## config.mk

```make
export PLATFORM = sky130hd
export DESIGN_NAME = c2s_cordic_cell
export DESIGN_NICKNAME = d
export VERILOG_FILES = /design/src/rtl/c2s_pkg.sv /design/src/rtl/c2s_cordic_cell.sv
export SDC_FILE = /design/constraint.sdc
export NUM_CORES = 1
export LEC_CHECK = 0
export BUFFER_PORTS_ARGS = -buffer_cell sky130_fd_sc_hd__buf_2
export CAP_MARGIN = 0
export CORE_MARGIN = 5
export CORE_UTILIZATION = 46
export DETAILED_ROUTE_END_ITERATION = 8
export PLACE_DENSITY = 0.7
export SLEW_MARGIN = 20
export SYNTH_ARGS = -nofsm -noshare
export SYNTH_HDL_FRONTEND = slang
export SYNTH_SLANG_ARGS = --single-unit
export TNS_END_PERCENT = 5
```

## constraint.sdc

```tcl
create_clock -name clk -period 3.2 [get_ports clk]
set_input_delay 0.64 -clock clk [delete_from_list [all_inputs] [get_ports clk]]
set_output_delay 0.64 -clock clk [all_outputs]
set_load 0.05 [all_outputs]
```

## src/rtl/c2s_pkg.sv

```systemverilog
// Shared constants, types and arctangent table for the Cartesian to spherical converter.
package c2s_pkg;

  localparam int COORD_WIDTH_DEF   = 16;
  localparam int CORDIC_STAGES_DEF = 16;
  localparam int SQRT_CELLS        = 32;

  // atan(2^-i), 2^32 = full turn
  localparam logic [31:0] ATAN_TABLE [0:31] = '{
    32'h20000000, 32'h12E4051E, 32'h09FB385B, 32'h051111D4,
    32'h028B0D43, 32'h0145D7E1, 32'h00A2F61E, 32'h00517C55,
    32'h0028BE53, 32'h00145F2F, 32'h000A2F98, 32'h000517CC,
    32'h00028BE6, 32'h000145F3, 32'h0000A2FA, 32'h0000517D,
    32'h000028BE, 32'h0000145F, 32'h00000A30, 32'h00000518,
    32'h0000028C, 32'h00000146, 32'h000000A3, 32'h00000051,
    32'h00000029, 32'h00000014, 32'h0000000A, 32'h00000005,
    32'h00000003, 32'h00000001, 32'h00000001, 32'h00000000
  };

  typedef struct packed {
    logic [63:0] rad;
    logic [33:0] rem;
    logic [31:0] root;
  } sqrt_t;

  typedef struct packed {
    logic signed [63:0] a;
    logic signed [63:0] b;
    logic [31:0]        acc;
  } cordic_t;

endpackage

```

## src/rtl/c2s_cordic_cell.sv

```systemverilog
// One micro-rotation cell of the vectoring CORDIC.
module c2s_cordic_cell
  import c2s_pkg::*;
#(
  parameter int IDX = 0
) (
  input  logic    clk,
  input  cordic_t c_i,
  output cordic_t c_o
);

  cordic_t            c_r;
  cordic_t            c_nxt;
  logic signed [63:0] da;
  logic signed [63:0] db;

  always_comb begin
    da = c_i.b >>> IDX;
    db = c_i.a >>> IDX;
    if (!c_i.b[63]) begin
      c_nxt.a   = c_i.a + da;
      c_nxt.b   = c_i.b - db;
      c_nxt.acc = c_i.acc + ATAN_TABLE[IDX];
    end else begin
      c_nxt.a   = c_i.a - da;
      c_nxt.b   = c_i.b + db;
      c_nxt.acc = c_i.acc - ATAN_TABLE[IDX];
    end
  end

  always_ff @(posedge clk) begin
    c_r <= c_nxt;
  end

  assign c_o = c_r;

endmodule
```

======== Word level (Yosys, flattened, before mapping) ========
Index checks and enable logic that the tools add are counted.
storage, ports and cells
  bits in registers ....................... 160
  logic and storage cells ................. 9
operators by class
  add/subtract/negate cells ............... 5
  mux-type cells .......................... 1
operator list
  cell                                                  count
  2-to-1 mux 160 bit                                    1
  subtractor 64 bit                                     2
  adder 64 bit                                          1
  adder 32 x 30 -> 32 bit (second input constant)       1
  subtractor 32 x 30 -> 32 bit (second input constant)  1

======== Logic depth before layout (Yosys ltp) ========
  depth in word-level cells ............... 2
  gate-level depth with buffers ........... 14
  mapped depth without buffers ............ 13

======== Worst setup path after synthesis ========
Ideal clock, no wire load.
  path type ............................... input port to flip-flop
  start point ............................. input port c_i[32] in the netlist's numbering
  end point ............................... register c_r (netlist bit c_o[92])
  setup time .............................. 103 ps
  data arrival time ....................... 3367 ps
  data required time ...................... 3097 ps
  path slack .............................. -270 ps
  stages .................................. 12
  buffers on the path ..................... 0
  cells stage by stage .................... ha_1 -> fa_1 -> nor2b_1 -> o311a_1 -> a2bb2oi_2 -> a31o_4 -> o311a_4 -> a31oi_4 -> o21ai_2 -> a32oi_4 -> a21oi_2 -> a2111oi_2
RTL lines
  element                 RTL line               text
  start: declaration      c2s_cordic_cell.sv:8   input cordic_t c_i,
  end signal: assignment  c2s_cordic_cell.sv:32  c_r <= c_nxt;
  end: declaration        c2s_cordic_cell.sv:12  cordic_t c_r;

==> out/results.tsv <==
stage	metric	value	unit
layout	utilization	0.716	
clocking	cts_tree	yes	
clocking	cts_buffer_depth	2	
layout	num_antenna_cells	0	
layout	seq_area	3180	µm²
floorplanning	initial_utilization	0.469	
timing	fin_ws	-0.254	ns
worst_setup_path	cp-start-kind	input port	
floorplanning	dieArea	38200	µm²
clocking	clock-sinks	159	
layout	area_delta_synth_final	52.6	%
worst_setup_path	critPathMaxFanout	4	
detailed_routing	totalWireLength	77.0	mm
yosys	async_flop_share	0	
layout	fillers	2714	
timing	period_needed	3.45	ns
timing	holdWs	0.280	ns
worst_setup_path	max_stage_delay	0.37	ns
layout	largest_reg_flops	159	
worst_setup_path	cp.arrival	3.78	ns
layout	fin_area	24100	µm²
timing	rsz0062_at_grt	true	
detailed_routing	drtIter0Drc	2168	
layout	nNetsFinal	3462	
yosys	synth_ff_type	dfxtp_1	
worst_hold_path	hold_path.class	input port to flop	
floorplanning	rows	67	
global_routing	grt_usage	0.381	
timing	setup_viol	35	
layout	drive_gt1_frac	0.377	
detailed_routing	viasPerCell	5.81	
detailed_routing	routedWlPerCell	21.7	µm
worst_setup_path	critPathSlowestCell	fa_2	
place	gp_congestion	1.05	
global_routing	antenna_found_initial	1	
detailed_routing	ant_nets	0	
clocking	htree_levels	4	
job	cap_violations	0	
place	dp_hpwl	64.0	mm
clocking	cts_made_buffers	17	
global_routing	grt_pass1_wl	115	mm
worst_setup_path	crit_path_end_kind	flop	
worst_setup_path	worst-path-buf-inv	3	
status	status	finished, violations left	
pwr	leakage	12.1	nW
layout	multi_input_area	12000	µm²
yosys	yosysMostFrequentCell	a21oi_1	
pwr	powerDensity	450	nW/µm²
floorplanning	die_x	195	µm
yosys	synth.top_cell.area_share	0.201	
floorplanning	core_area	33700	µm²
timing	period_share	1.08	
yosys	syn_inst	2137	
clocking	hold_buffers	0	
yosys	synth_area_per_cell	7.40	µm²
worst_setup_path	cpMostUsedCell	o311a_4	
timing	relSlewSlack	0.459	
timing	worst_pin_slew	0.805	ns
yosys	syn-num-nets	2508	
global_routing	grt_pass1_vias	20100	
timing	drv_slew	0	
worst_setup_path	cpLargestDelayFamily	compound AO/OA/AOI/OAI gates	
clocking	cts_root_buf	clkbuf_16	
detailed_routing	drc	0	
yosys	ys_top_cells_by_count	a21oi_1 (302), ha_1 (206), inv_1 (198)	
yosys	ys_warn_count	0	
timing	hold_violations	0	
clocking	cts.clk_slew.worst_paths	0.08	ns
floorplanning	ios	321	
place	portBuffers	320	
worst_setup_path	worst-setup-path-type	input port to flop	
floorplanning	dieHeight	195	µm
worst_setup_path	required	3.53	ns
yosys	synth.distinct_cells	78	
status	failed_checks	negative setup slack	
timing	fmax	290	MHz
yosys	ys_seq_elements	159	
global_routing	grt_overflow	0	
detailed_routing	vias	20600	
worst_setup_path	worstPathCellList	buf_8, buf_6, ha_4, fa_2, nor2b_4, o311a_4, a2bb2oi_4, a31o_4, o311a_4, a31oi_4, o21ai_4, a32oi_4, buf_12, and4_4, a2111oi_4	
place	dpl_cell_area	22900	µm²
global_routing	grt_max_degree	134	
yosys	yosysSeqAreaShare	0.201	
yosys	synth_top_cell_by_area	dfxtp_1	
yosys	syn_area	15800	µm²
pwr	vdd_ir_drop_max	0.400	mV
yosys	synth_edf_count	0	
detailed_routing	first_pass_iters	6	
yosys	yosys-top-cells-area	dfxtp_1 (20%), ha_1 (16%), a21oi_1 (9.6%), xnor2_1 (5.9%), o21ai_0 (5.1%)	
[what timing repair did]
action / CTS / global route
endpoints found under the setup margin: 64 / 65
setup buffers: 6 / 8
pin swaps: 24 / 30
gates resized for setup: 57 / 68
[worst paths after layout]
check | from | end | slack [ns] | cells past startpoint
worst min-delay path | c_i[21] | c_o[21] | 0.28 | 1
worst max-delay path | c_i[32] | c_o[92] | -0.25 | 15
[where the power goes]
part | internal, W | switching [W] | total, W
logic | 0.00219 | 0.00397 | 0.00616
clock network | 0.00106 | 0.00110 | 0.00216
registers | 0.00240 | 0.000148 | 0.00254
total | 0.00565 | 0.00522 | 0.0109
[area by class of cell]
| type | instances | area share |
|---|---|---|
| sequential | 159 | 0.132 |
| tap | 448 | 0.0232 |
| clock inverter | 15 | 0.00804 |
| inverter | 203 | 0.0316 |
| timing repair buffer | 1030 | 0.290 |
| clock buffer | 17 | 0.0176 |
| multi-input combinational | 1680 | 0.497 |
[cell usage in the layout (no fill, tap or decap), types with 15 or more instances in the layout]
| cell | instances |
|---|---|
| nand3_1 | 23 |
| nor2b_1 | 22 |
| o31ai_1 | 21 |
| inv_1 | 196 |
| nand2b_1 | 17 |
| nand4_1 | 38 |
| ha_1 | 200 |
| xnor2_1 | 106 |
| mux2i_1 | 32 |
| o21ai_1 | 15 |
| o211ai_1 | 21 |
| nor4_1 | 24 |
| clkbuf_16 | 17 |
| buf_2 | 316 |
| a21oi_1 | 289 |
| buf_4 | 704 |
| o21ai_0 | 142 |
| o21a_1 | 18 |
| dfxtp_1 | 159 |
| a21o_1 | 55 |
| nor3_1 | 45 |
| nor2_1 | 156 |
| nand2_1 | 140 |
| o21bai_1 | 52 |
[per-stage QoR]
step	TNS, ns	power [W]	cells	worst slack (ns)
3_3_place_gp	-48.42	0.00839	3507	-1.37
6_report	-2.80	0.0109	3552	-0.254
5_1_grt	-6.85	0.0113	3552	-0.267
4_1_cts	-2.44	0.0107	3545	-0.212
3_5_place_dp	-52.50	0.00845	3507	-1.31
2_1_floorplan	-1.90	0.00597	2137	-0.237
[cell families (layout without fill, tap and decap cells)]
group,Yosys count,in the layout,synth area share
compound gates,782,782,0.309
simple gates,535,535,0.161
xor+xnor,120,120,0.0665
buf+inv,298,1265,0.0730
mux,33,33,0.0209
flops,159,159,0.201
fa+ha+maj,210,210,0.168
[per-layer routing]
| layer | global-route usage | up-vias | wire length, µm |
|---|---|---|---|
| met5 | 0 | - | 19 |
| met2 | 0.618 | 1167 | 35000 |
| met3 | 0.0686 | 184 | 7620 |
| met4 | 0.115 | 2 | 2820 |
| li1 | - | 9486 | - |
| met1 | 0.517 | 9797 | 31600 |
(Power assumes the default switching activity.)
